$ cat config.mk
export PLATFORM = sky130hd
export DESIGN_NAME = ocfo_ctrl
export DESIGN_NICKNAME = d
export VERILOG_FILES = /design/src/rtl/ocfo_pkg.sv /design/src/rtl/ocfo_ctrl.sv
export SDC_FILE = /design/constraint.sdc
export NUM_CORES = 1
export LEC_CHECK = 0
export ABC_AREA = 1
export ABC_CLOCK_PERIOD_IN_PS = 3700
export CAP_MARGIN = 20
export CORE_MARGIN = 2
export CORE_UTILIZATION = 40
export CTS_BUF_LIST = sky130_fd_sc_hd__clkbuf_8
export CTS_CLUSTER_SIZE = 40
export DETAILED_ROUTE_END_ITERATION = 7
export DONT_BUFFER_PORTS = 1
export GPL_TIMING_DRIVEN = 0
export RECOVER_POWER = 25
export SLEW_MARGIN = 20
export SYNTH_ARGS = -nofsm -noshare
export SYNTH_HDL_FRONTEND = slang
export SYNTH_SLANG_ARGS = --single-unit
$ cat constraint.sdc
create_clock -name aclk -period 3.7 [get_ports aclk]
set_input_delay 0.185 -clock aclk [delete_from_list [all_inputs] [get_ports aclk]]
set_output_delay 0.185 -clock aclk [all_outputs]
set_load 0.005 [all_outputs]
$ cat src/rtl/ocfo_pkg.sv
package ocfo_pkg;

    localparam int SW       = 16;
    localparam int PN_DEPTH = 64;
    localparam int PNW      = 6;
    localparam int ACC_W    = 58;
    localparam int EN_W     = 38;
    localparam int WW       = 128;

    localparam logic CFG_USED  = 1'b0;
    localparam logic CFG_RANGE = 1'b1;

    localparam logic REQ_PN  = 1'b0;
    localparam logic REQ_BIN = 1'b1;

    localparam logic [6:0] USED_RST  = 7'd52;
    localparam logic [4:0] RANGE_RST = 5'd8;

    typedef struct packed {
        logic wr_pn;
        logic wr_bin;
        logic rd_vld;
        logic rd_energy;
        logic clr_energy;
        logic clr_corr;
        logic den_start;
        logic ratio_start;
        logic out_load;
        logic metric_zero;
    } dp_cmd_t;

    typedef struct packed {
        logic busy;
        logic energy_zero;
    } dp_stat_t;

endpackage

$ cat src/rtl/ocfo_ctrl.sv
module ocfo_ctrl #(
    parameter int FFT_SIZE  = 64,
    parameter int MAX_RANGE = 31
) (
    input  logic                              aclk,
    input  logic                              aresetn,
    input  logic                              cfg_we,
    input  logic                              cfg_addr,
    input  logic [6:0]                        cfg_data,
    input  logic                              s_valid,
    output logic                              s_ready,
    input  logic                              s_req_type,
    output logic                              m_valid,
    input  logic                              m_ready,
    output logic [5:0]                        m_shift,
    output logic                              m_last,
    output logic                              m_zero,
    output ocfo_pkg::dp_cmd_t                 cmd,
    output logic [$clog2(FFT_SIZE)-1:0]       bin_addr,
    output logic [$clog2(FFT_SIZE)-1:0]       rd_idx,
    output logic [ocfo_pkg::PNW-1:0]          rd_pn,
    input  ocfo_pkg::dp_stat_t                stat
);
    localparam int IW = $clog2(FFT_SIZE);
    localparam int RW = $clog2(FFT_SIZE + 128) + 2;
    localparam logic [IW-1:0]        LAST_BIN = IW'(FFT_SIZE - 1);
    localparam logic signed [RW-1:0] FFT_S    = RW'(FFT_SIZE);
    localparam logic [4:0]           RMAX     = 5'(MAX_RANGE);

    localparam logic [3:0] ST_IDLE     = 4'd0;
    localparam logic [3:0] ST_PREP     = 4'd1;
    localparam logic [3:0] ST_RED_E    = 4'd2;
    localparam logic [3:0] ST_RED_S    = 4'd3;
    localparam logic [3:0] ST_EN_ISS   = 4'd4;
    localparam logic [3:0] ST_EN_WAIT  = 4'd5;
    localparam logic [3:0] ST_DEN_WAIT = 4'd6;
    localparam logic [3:0] ST_SHIFT    = 4'd7;
    localparam logic [3:0] ST_CO_ISS   = 4'd8;
    localparam logic [3:0] ST_CO_WAIT  = 4'd9;
    localparam logic [3:0] ST_RAT_WAIT = 4'd10;
    localparam logic [3:0] ST_EMIT     = 4'd11;

    logic [3:0]           state_reg;
    logic [IW-1:0]        cnt_reg, e_idx_reg, sh_idx_reg, idx_reg;
    logic [6:0]           used_reg, term_reg;
    logic [4:0]           range_cfg_reg, rng_reg;
    logic signed [RW-1:0] red_reg;
    logic [5:0]           k_reg;
    logic                 zero_reg, mz_reg;
    logic                 m_valid_reg, m_last_reg, m_zero_reg;
    logic [5:0]           m_shift_reg;

    logic                 acc, red_lt, red_ge, out_free, odd_shift;
    logic [6:0]           nterm;
    logic [7:0]           used_p1;
    logic [IW:0]          idx_p2_raw, idx_p2;
    logic [IW-1:0]        idx_next, sh_idx_next;
    logic signed [RW-1:0] diff, pad;
    logic [5:0]           two_r;

    assign s_ready    = (state_reg == ST_IDLE);
    assign acc        = s_valid & s_ready;
    assign used_p1    = {1'b0, used_reg} + 8'd1;
    assign nterm      = used_p1[7:1];
    assign diff       = FFT_S - RW'(used_reg);
    assign pad        = (diff + RW'(1)) >>> 1;
    assign red_lt     = red_reg < 0;
    assign red_ge     = red_reg >= FFT_S;
    assign idx_p2_raw = {1'b0, idx_reg} + (IW+1)'(2);
    assign idx_p2     = (idx_p2_raw >= (IW+1)'(FFT_SIZE)) ?
                        idx_p2_raw - (IW+1)'(FFT_SIZE) : idx_p2_raw;
    assign idx_next   = idx_p2[IW-1:0];
    assign sh_idx_next = (sh_idx_reg == LAST_BIN) ? '0 : sh_idx_reg + IW'(1);
    assign out_free   = !m_valid_reg || m_ready;
    assign two_r      = {rng_reg, 1'b0};
    assign odd_shift  = k_reg[0] ^ rng_reg[0];

    always_comb begin
        cmd             = '0;
        cmd.wr_pn       = acc & !s_req_type;
        cmd.wr_bin      = acc & s_req_type;
        cmd.clr_energy  = (state_reg == ST_PREP);
        cmd.clr_corr    = (state_reg == ST_SHIFT);
        cmd.rd_vld      = ((state_reg == ST_EN_ISS) || (state_reg == ST_CO_ISS)) &&
                          (term_reg != nterm);
        cmd.rd_energy   = (state_reg == ST_EN_ISS);
        cmd.den_start   = (state_reg == ST_EN_WAIT) && !stat.busy && !stat.energy_zero;
        cmd.ratio_start = (state_reg == ST_CO_WAIT) && !stat.busy;
        cmd.out_load    = (state_reg == ST_EMIT) && out_free;
        cmd.metric_zero = mz_reg;
    end

    assign bin_addr = cnt_reg;
    assign rd_idx   = idx_reg;
    assign rd_pn    = {term_reg[4:0], 1'b0};

    always_ff @(posedge aclk) begin
        if (!aresetn) begin
            used_reg      <= ocfo_pkg::USED_RST;
            range_cfg_reg <= ocfo_pkg::RANGE_RST;
        end else if (cfg_we) begin
            case (cfg_addr)
                ocfo_pkg::CFG_USED:  used_reg      <= cfg_data;
                ocfo_pkg::CFG_RANGE: range_cfg_reg <= cfg_data[4:0];
                default: ;
            endcase
        end
    end

    always_ff @(posedge aclk) begin
        if (!aresetn) begin
            state_reg   <= ST_IDLE;
            cnt_reg     <= '0;
            m_valid_reg <= 1'b0;
        end else begin
            if (m_valid_reg && m_ready) begin
                m_valid_reg <= 1'b0;
            end
            case (state_reg)
                ST_IDLE: begin
                    if (acc && s_req_type) begin
                        if (cnt_reg == LAST_BIN) begin
                            cnt_reg   <= '0;
                            state_reg <= ST_PREP;
                        end else begin
                            cnt_reg <= cnt_reg + IW'(1);
                        end
                    end
                end
                ST_PREP: state_reg <= ST_RED_E;
                ST_RED_E: if (!red_lt && !red_ge) state_reg <= ST_RED_S;
                ST_RED_S: if (!red_lt && !red_ge) state_reg <= ST_EN_ISS;
                ST_EN_ISS: if (term_reg == nterm) state_reg <= ST_EN_WAIT;
                ST_EN_WAIT: begin
                    if (!stat.busy) begin
                        state_reg <= stat.energy_zero ? ST_SHIFT : ST_DEN_WAIT;
                    end
                end
                ST_DEN_WAIT: if (!stat.busy) state_reg <= ST_SHIFT;
                ST_SHIFT: begin
                    state_reg <= (zero_reg || odd_shift) ? ST_EMIT : ST_CO_ISS;
                end
                ST_CO_ISS: if (term_reg == nterm) state_reg <= ST_CO_WAIT;
                ST_CO_WAIT: if (!stat.busy) state_reg <= ST_RAT_WAIT;
                ST_RAT_WAIT: if (!stat.busy) state_reg <= ST_EMIT;
                ST_EMIT: begin
                    if (out_free) begin
                        m_valid_reg <= 1'b1;
                        state_reg   <= (k_reg == two_r) ? ST_IDLE : ST_SHIFT;
                    end
                end
                default: state_reg <= ST_IDLE;
            endcase
        end
    end

    always_ff @(posedge aclk) begin
        case (state_reg)
            ST_PREP: begin
                red_reg  <= pad;
                rng_reg  <= (range_cfg_reg > RMAX) ? RMAX : range_cfg_reg;
                term_reg <= '0;
                k_reg    <= '0;
            end
            ST_RED_E: begin
                if (red_lt) begin
                    red_reg <= red_reg + FFT_S;
                end else if (red_ge) begin
                    red_reg <= red_reg - FFT_S;
                end else begin
                    e_idx_reg <= red_reg[IW-1:0];
                    idx_reg   <= red_reg[IW-1:0];
                    red_reg   <= red_reg - RW'(rng_reg);
                end
            end
            ST_RED_S: begin
                if (red_lt) begin
                    red_reg <= red_reg + FFT_S;
                end else if (red_ge) begin
                    red_reg <= red_reg - FFT_S;
                end else begin
                    sh_idx_reg <= red_reg[IW-1:0];
                    idx_reg    <= e_idx_reg;
                end
            end
            ST_EN_ISS, ST_CO_ISS: begin
                if (term_reg != nterm) begin
                    term_reg <= term_reg + 7'd1;
                    idx_reg  <= idx_next;
                end
            end
            ST_EN_WAIT: begin
                if (!stat.busy) begin
                    zero_reg <= stat.energy_zero;
                end
            end
            ST_SHIFT: begin
                mz_reg   <= zero_reg || odd_shift;
                term_reg <= '0;
                idx_reg  <= sh_idx_reg;
            end
            ST_RAT_WAIT: mz_reg <= 1'b0;
            ST_EMIT: begin
                if (out_free) begin
                    m_shift_reg <= k_reg - {1'b0, rng_reg};
                    m_last_reg  <= (k_reg == two_r);
                    m_zero_reg  <= zero_reg;
                    k_reg       <= k_reg + 6'd1;
                    sh_idx_reg  <= sh_idx_next;
                end
            end
            default: ;
        endcase
    end

    assign m_valid = m_valid_reg;
    assign m_shift = m_shift_reg;
    assign m_last  = m_last_reg;
    assign m_zero  = m_zero_reg;

endmodule

==> Word level (Yosys, flattened, before mapping) <==
Cells that the tools add are included.
{ "totals": {"inputBits": 16, "regBits": 79, "wordCells": 152, "output_inout_bits": 38} }
{ "classes": {"n_addsub": 13, "mux": 39, "n_reduce_logical": 38, "bitwise_logic": 8, "order_cmp": 4, "eq_ne": 33} }
{ "ops": {"columns": ["cell", "n"], "rows": [
  ["6-bit 2-to-1 mux", 10],
  ["4-bit case mux with 12 select lines", 1],
  ["4-bit 2-to-1 mux", 11],
  ["10-bit 2-to-1 mux", 4],
  ["10-bit case mux with 3 select lines", 1],
  ["2-bit != test, second input constant", 12],
  ["6-bit case mux with 2 select lines", 2],
  ["6-bit case mux with 4 select lines", 1],
  ["6-bit by 1-bit adder with 6-bit output, second input constant", 3],
  ["4-bit by 3-bit equality test with 1-bit output, second input constant", 4],
  ["4-bit equality test, second input constant", 4],
  ["2-bit AND reduction", 8],
  ["7-bit case mux with 2 select lines", 1],
  ["6-bit equality test, second input constant", 2],
  ["11-bit AND reduction", 1],
  ["10-bit by 8-bit adder with 10-bit output, second input constant", 1],
  ["10-bit by 8-bit greater-or-equal comparator with 1-bit output, second input constant", 1],
  ["10-bit by 1-bit < comparator with 1-bit output, second input constant", 1],
  ["10-bit by 5-bit subtractor with 10-bit output", 1],
  ["10-bit by 8-bit subtractor with 10-bit output, second input constant", 1],
  ["8-bit by 2-bit adder with 9-bit output, second input constant", 1],
  ["7-bit by 1-bit adder with 8-bit output, second input constant", 1],
  ["4-bit by 2-bit equality test with 1-bit output, second input constant", 2],
  ["1-bit logical AND", 8],
  ["other kinds (31)", 53]
]} }

==> Longest topological paths before layout <==
Gate-level depths: netlist of run 1.
{ "depth": {"ltp_word": 5, "ltp_mapped": 15} }

==> Worst setup path after synthesis of run 1 <==
No wires, ideal clock.
{ "synth_timing": {"kind": "reg2reg", "from": "register red_reg[6]", "to": "register sh_idx_reg[0], enable pin", "period_less_slack_ps": 2770, "path_slack_ps": 930, "t_arrival_ps": 2365, "required_time_ps": 3295, "setup_ps": 405, "path_stages_with_launch": 7, "n_path_buf": 0, "path_cell_list": "edfxtp_1 -> inv_1 -> ha_1 -> inv_1 -> nor2_1 -> nand3_1 -> a2111oi_0"} }
{ "synth_via": {"elab_chain_len": 3, "elab_cells_between_ends": 5, "cone_classes": "order compare: 2; eq/ne: 2; reduce/logical: 1"} }
{ "synth_rtl": {"columns": ["item", "line_no", "text"], "rows": [
  ["start: declaration", "ocfo_ctrl.sv:47", "logic signed [RW-1:0] red_reg;"],
  ["start signal: assignment", "ocfo_ctrl.sv:160", "red_reg <= pad;"],
  ["start signal: assignment", "ocfo_ctrl.sv:167", "red_reg <= red_reg + FFT_S;"],
  ["start signal: assignment", "ocfo_ctrl.sv:169", "red_reg <= red_reg - FFT_S;"],
  ["10-bit by 8-bit greater-or-equal comparator with 1-bit output / 10-bit by 1-bit < comparator with 1-bit output (equally long branches)", "ocfo_ctrl.sv:68, ocfo_ctrl.sv:67", null],
  ["2-bit != test (no source line)", null, null],
  ["4-bit AND reduction (no source line) *", null, null],
  ["end signal: assignment", "ocfo_ctrl.sv:182", "sh_idx_reg <= red_reg[IW-1:0];"],
  ["end signal: assignment", "ocfo_ctrl.sv:209", "sh_idx_reg <= sh_idx_next;"],
  ["end: declaration", "ocfo_ctrl.sv:44", "logic [IW-1:0] cnt_reg, e_idx_reg, sh_idx_reg, idx_reg;"]
]} }
Mark *: on every way between the ends. The rest lies on a longest branch, timed or not.
A chain may end at the register's enable or synchronous reset.

==> results of run 1 <==
[cell usage after synthesis (2+ instances only)]
master / count / area share, %
a21oi_1: 27 / 2.8
a31oi_1: 3 / 0.38
buf_2: 2 / 0.21
buf_4: 7 / 1.1
buf_6: 2 / 0.46
clkbuf_1: 7 / 0.54
dfxtp_1: 23 / 9.4
edfxtp_1: 56 / 34
fa_1: 2 / 0.82
ha_1: 22 / 5.6
inv_1: 92 / 7.1
nand2_1: 135 / 10
nand3_1: 33 / 3.4
nand4_1: 6 / 0.77
nor2_1: 84 / 6.5
nor2_2: 2 / 0.26
nor2_4: 5 / 1.2
nor3_1: 13 / 1.3
nor3b_1: 3 / 0.46
o2111ai_1: 3 / 0.54
o211ai_1: 7 / 1.1
o21ai_0: 30 / 3.1
o22ai_1: 5 / 0.64
xnor2_1: 13 / 2.3
xor2_1: 14 / 2.5
[power by group through the flow]
stage               logic, mW  registers (mW)  clock network [mW]
global placement         1.39            1.50                   0
detailed placement       1.42            1.50                   0
global route             1.65            1.52               0.675
CTS                      1.44            1.48               0.641
floorplan                1.14            1.43                   0
finish                   1.44            1.48               0.619
[metrics by stage]
stage,hold slack (ns),total power [mW],instances,worst slack [ns],utilization (%)
after global placement,0.284,2.88,759,0.282,42.3
after detailed placement,0.284,2.92,759,1.06,42.4
final,0.0396,3.54,783,0.953,44.6
after CTS,0.0149,3.56,783,0.885,44.6
after global routing,0.0613,3.85,783,0.735,44.6
after floorplan,0.284,2.57,612,0.930,-
[logic make-up after synthesis]
family / synth area share [%]
AND/OR/NAND/NOR: 25.6
buffers and inverters: 9.43
AO/OA/AOI/OAI: 9.74
flip-flops: 43.9
XOR/XNOR: 4.84
adder cells (fa/ha/maj): 6.46
other: 0.0768
[worst paths after layout]
kind	endpoint	start	depth (start not counted)	slack, ns
setup / recovery	cmd[1]	state_reg[1]$_SDFFE_PN0P_	5	0.95
hold reg to reg	bin_addr[4]$_SDFFE_PN0P_	bin_addr[4]$_SDFFE_PN0P_	2	0.48
setup reg to reg	sh_idx_reg[0]$_DFFE_PP_	red_reg[6]$_DFFE_PP_	6	1.06
hold / removal	used_reg[3]$_SDFFE_PN0P_	cfg_data[3]	2	0.04
[final cells by class]
type                       instances  share of cell area (%)
clock inverter                     6                    1.01
inverter                          93                    6.55
clock buffer                       9                    2.32
sequential                        79                    40.2
multi-input combinational        422                    42.9
timing repair buffer               9                    1.69
tap                              147                    3.45
buffer                            18                    1.95
[critical path: cells and delay by family, from the launching register on]
| kind | cells | cell delay, ns |
|---|---|---|
| flip-flops | 1 | 0.49 |
| AND/OR/NAND/NOR | 3 | 1.24 |
| buffers and inverters | 2 | 0.47 |
[routing by layer]
| metal | vias to the layer above | routed length, um | track usage, % |
|---|---|---|---|
| met5 | - | 0 | 0 |
| met1 | 1882 | 5290 | 24.0 |
| met2 | 101 | 5170 | 29.5 |
| met3 | 11 | 652 | 5.51 |
| met4 | 0 | 223 | 4.72 |
| li1 | 2028 | - | - |
==> impl_metrics.yaml, run 1 <==
pwr:
  intPower_mw: 2.09
  vdd_ir_drop_max_v: 0.000357
  power.leakage_nw: 2.33
  swShare_pct: 40.8
  p_clk_share_pct: 17.5
  pwr-share-seq_pct: 41.9
  power.switching_mw: 1.44
  cellPowerDensity_nw_per_um2: 663
  power_frac_comb_pct: 40.6
global_routing:
  grt_pass1_vias: 3747
  grt-ovfl-total: 0
  grt_max_degree: 13
  grt_usage_pct: 18.3
  grt_pass1_wl_um: 18500
  grt_antenna_before_repair: 0
clock_network:
  cts_setup_buffers: 0
  clk_pin_slew_ns: 0.08
  cts_max_level: 3
  cts_tree: "done"
  cts-root-buf: "clkbuf_8"
  cts_inserted_buffers: 9
  clock_latency_ns: 0.37
  post_cts_resized: 0
  clock_path_buffers: 2
  cts.sinks: 79
  postCtsHoldBufs: 9
worst_setup_path:
  cp-start-kind: "flip-flop"
  critPathSlowestCell: "nor2_1"
  crit_type: "flip-flop to primary output"
  critPathMaxStageDelay_ns: 0.88
  worstPathArrival_ns: 2.56
  cpMostUsedCell: "nand2_1"
  required_ns: 3.51
  end_kind: "primary output"
  worstPathMaxFanout: 10
  path_cells: "nand2_1 -> inv_2 -> nand2_1 -> clkbuf_1 -> nor2_1"
timing:
  fin_crit_sh_pct: 74.3
  drv_slew: 0
  slew_headroom_pct: 30.7
  fin_skew_ns: 0.00994
  timing.fmax_ghz: 0.364
  fin_crit_ns: 2.75
  setup_violations: 0
  rsz0062_at_grt: "false"
  hold_viol: 0
  setup_tns_ns: 0
  worst_slew_pin_slew_ns: 1.04
cells_and_area:
  regArea_um2: 2140
  nFillCells: 1182
  final_cell_mix: "nand2_1, inv_1, nor2_1"
  drive_gt1_share_pct: 6.13
  largest_register_ffs: 10
  final_common_cell: "nand2_1"
  multiInputGateArea_um2: 2280
  diodes: 0
  post-route-cell-area_um2: 5330
  final_nets: 672
  syn2layout_area_growth_pct: 9.23
floorplanning:
  io_pins: 54
  core_um2: 12000
  die_area_um2: 13100
  rows: 40
  die_w_um: 114
  initial_core_util_pct: 40.8
  die_h_um: 114
placed_design:
  dpl.hpwl_um: 8670
  place.gp.congestion: 0.930
  port_buffers: 0
  post_dp_cell_area_um2: 5070
synthesis:
  ys_seq_area_share_pct: 43.9
  ys.flop_type: "edfxtp_1"
  synthArstFlopShare_pct: 0
  synth_cell_types: 41
  syn-cell-area_um2: 4880
  synth_enable_flop_cells: 56
  avgSynthCellArea_um2: 7.98
  syn-num-nets: 652
  ys_ff_latch: 79
  ys.warnings.count: 0
  syn_inst: 612
routing:
  ant_nets: 0
  route.detailed.drc: 0
  wire_per_inst_um: 14.5
  vias_per_cell: 5.14
  drt_pass1_iterations: 5
  drt_first_iter_violations: 339
  finalWirelength_um: 11300
  vias: 4022
flow_run:
  drv_cap: 0
hold_path:
  holdCritPathClass: "primary input to flip-flop"
status:
  outcome: "finished clean"
No activity file was read; power rests on OpenSTA's default activity.
==> run 2: changes to the inputs <==
--- a/config.mk
+++ b/config.mk
@@ -6,7 +6,7 @@
 export NUM_CORES = 1
 export LEC_CHECK = 0
 export ABC_AREA = 1
-export ABC_CLOCK_PERIOD_IN_PS = 3700
+export ABC_CLOCK_PERIOD_IN_PS = 2700
 export CAP_MARGIN = 20
 export CORE_MARGIN = 2
 export CORE_UTILIZATION = 40
==> constraint.sdc (replaced) <==
create_clock -name aclk -period 2.7 [get_ports aclk]
set_input_delay 0.135 -clock aclk [delete_from_list [all_inputs] [get_ports aclk]]
set_output_delay 0.135 -clock aclk [all_outputs]
set_load 0.005 [all_outputs]
==> impl_metrics.yaml, run 2 (synthesized netlist as in run 1, its figures left out) <==
routing:
  vias_per_cell: 5.08
  route.detailed.drc: 0
  finalWirelength_um: 11300
  wire_per_inst_um: 14.4
  drt_first_iter_violations: 311
  vias: 3983
  drt_pass1_iterations: 5
  ant_nets: 0
worst_setup_path:
  path_cells: "inv_1 -> ha_1 -> inv_1 -> nor2_1 -> nand3_1 -> nand2_1 -> inv_1 -> nor3_1"
  end_kind: "flip-flop"
  crit_path_start: "red_reg[6]$_DFFE_PP_"
  crit_type: "flip-flop to flip-flop"
  r2r-start: "red_reg[6]$_DFFE_PP_"
  worstPathMaxFanout: 7
  required_ns: 2.73
  cp-start-kind: "flip-flop"
  critPathMaxStageDelay_ns: 0.50
  worstPathArrival_ns: 2.58
  critPathSlowestCell: "edfxtp_1"
  cpMostUsedCell: "inv_1"
timing:
  rsz0062_at_grt: "true"
  setup_violations: 0
  setup_tns_ns: 0
  worst_slew_pin_slew_ns: 0.693
  drv_slew: 0
  hold_viol: 0
  fin_crit_ns: 2.55
  fin_crit_sh_pct: 94.6
  fin_skew_ns: 0.00552
  slew_headroom_pct: 53.5
  timing.fmax_ghz: 0.392
floorplanning:
  core_um2: 12000
  initial_core_util_pct: 40.8
  die_h_um: 114
  die_w_um: 114
  die_area_um2: 13100
  rows: 40
  io_pins: 54
placed_design:
  dpl.hpwl_um: 8660
  port_buffers: 0
  place.gp.congestion: 0.918
hold_path:
  hp-start: "cfg_addr"
  holdCritPathClass: "primary input to flip-flop"
pwr:
  vdd_ir_drop_max_v: 0.000448
  cellPowerDensity_nw_per_um2: 936
  power.leakage_nw: 2.36
cells_and_area:
  final_nets: 672
  syn2layout_area_growth_pct: 10.9
  diodes: 0
  final_common_cell: "nand2_1"
  final_cell_mix: "nand2_1, inv_1, nor2_1"
  drive_gt1_share_pct: 7.06
  postLayoutCoreUtil_pct: 45.2
  largest_register_ffs: 10
  nFillCells: 1174
clock_network:
  cts.sinks: 79
  cts_setup_buffers: 0
  cts-root-buf: "clkbuf_8"
  clock_latency_ns: 0.37
  cts_inserted_buffers: 9
  cts_tree: "done"
  clk_pin_slew_ns: 0.08
  clock_path_buffers: 2
  cts_max_level: 3
global_routing:
  grt_antenna_before_repair: 0
  grt_pass1_vias: 3864
  grt_pass1_wl_um: 18600
  grt_max_degree: 14
  grt_usage_pct: 18.4
  grt-ovfl-total: 0
status:
  outcome: "finished clean"
flow_run:
  drv_cap: 0
## run 2: cell count changes in the layout (fill, tap and decap cells not counted), sizes merged
cell	before	now
clkinv	3	2
bufinv	1	3
## run 2: where the power goes
part           total, mW  internal (mW)  switching (mW)
Combinational       1.98          0.737            1.25
Clock               1.05          0.608           0.438
Sequential          2.03           1.72           0.308
## run 2: path summary, 6_finish.rpt
path	to	slack (ns)	cells after the start
worst max register to register	rd_idx[0]$_DFFE_PP_	0.15	8
worst min-delay path	used_reg[5]$_SDFFE_PN1P_	0.05	2
worst min register to register	range_cfg_reg[0]$_SDFFE_PN0P_	0.48	2
worst max-delay path	rd_idx[0]$_DFFE_PP_	0.15	8
## run 2: cell type report
| cell class | count | area, um2 | share of cell area (%) |
|---|---|---|---|
| buffer | 18 | 104 | 1.92 |
| clock buffer | 9 | 124 | 2.29 |
| clock inverter | 7 | 113 | 2.08 |
| inverter | 93 | 349 | 6.45 |
| multi-input combinational | 422 | 2310 | 42.6 |
| sequential | 79 | 2140 | 39.6 |
| tap | 147 | 184 | 3.40 |
| timing repair buffer | 9 | 90.1 | 1.66 |
## run 2: worst max-delay path, delay by kind of cell, from the launching register on
kind / cells / cell delay (ns)
simple gates: 4 / 1.18
flops: 1 / 0.50
buf+inv: 3 / 0.34
fa+ha+maj: 1 / 0.21
## run 2: layer usage
metal  GRT usage, %  wire, um
met1           23.5      5250
met2           29.8      5130
met3           4.24       616
met4           8.21       300
met5              0         0
## run 2: repair_timing
action / 4_1_cts / 5_1_grt
hold buffers: 9 / 0
resized for setup: 1 / 3
endpoints found under the setup margin: 1 / 17
hold endpoints to repair: 14 / 0
## run 2: through the flow
stage / hold slack, ns / setup slack (ns) / instance area (um2) / std cells / power (mW)
final: 0.0521 / 0.146 / 5410 / 784 / 5.06
after global routing: 0.0658 / -0.00800 / 5410 / 784 / 5.48
after CTS: 0.0186 / 0.0422 / 5400 / 784 / 5.07
after detailed placement: 0.234 / 0.0681 / 5070 / 759 / 4.00
after global placement: 0.234 / -0.314 / 5070 / 759 / 3.95
after floorplan: 0.234 / 0.207 / 4880 / 612 / 3.52
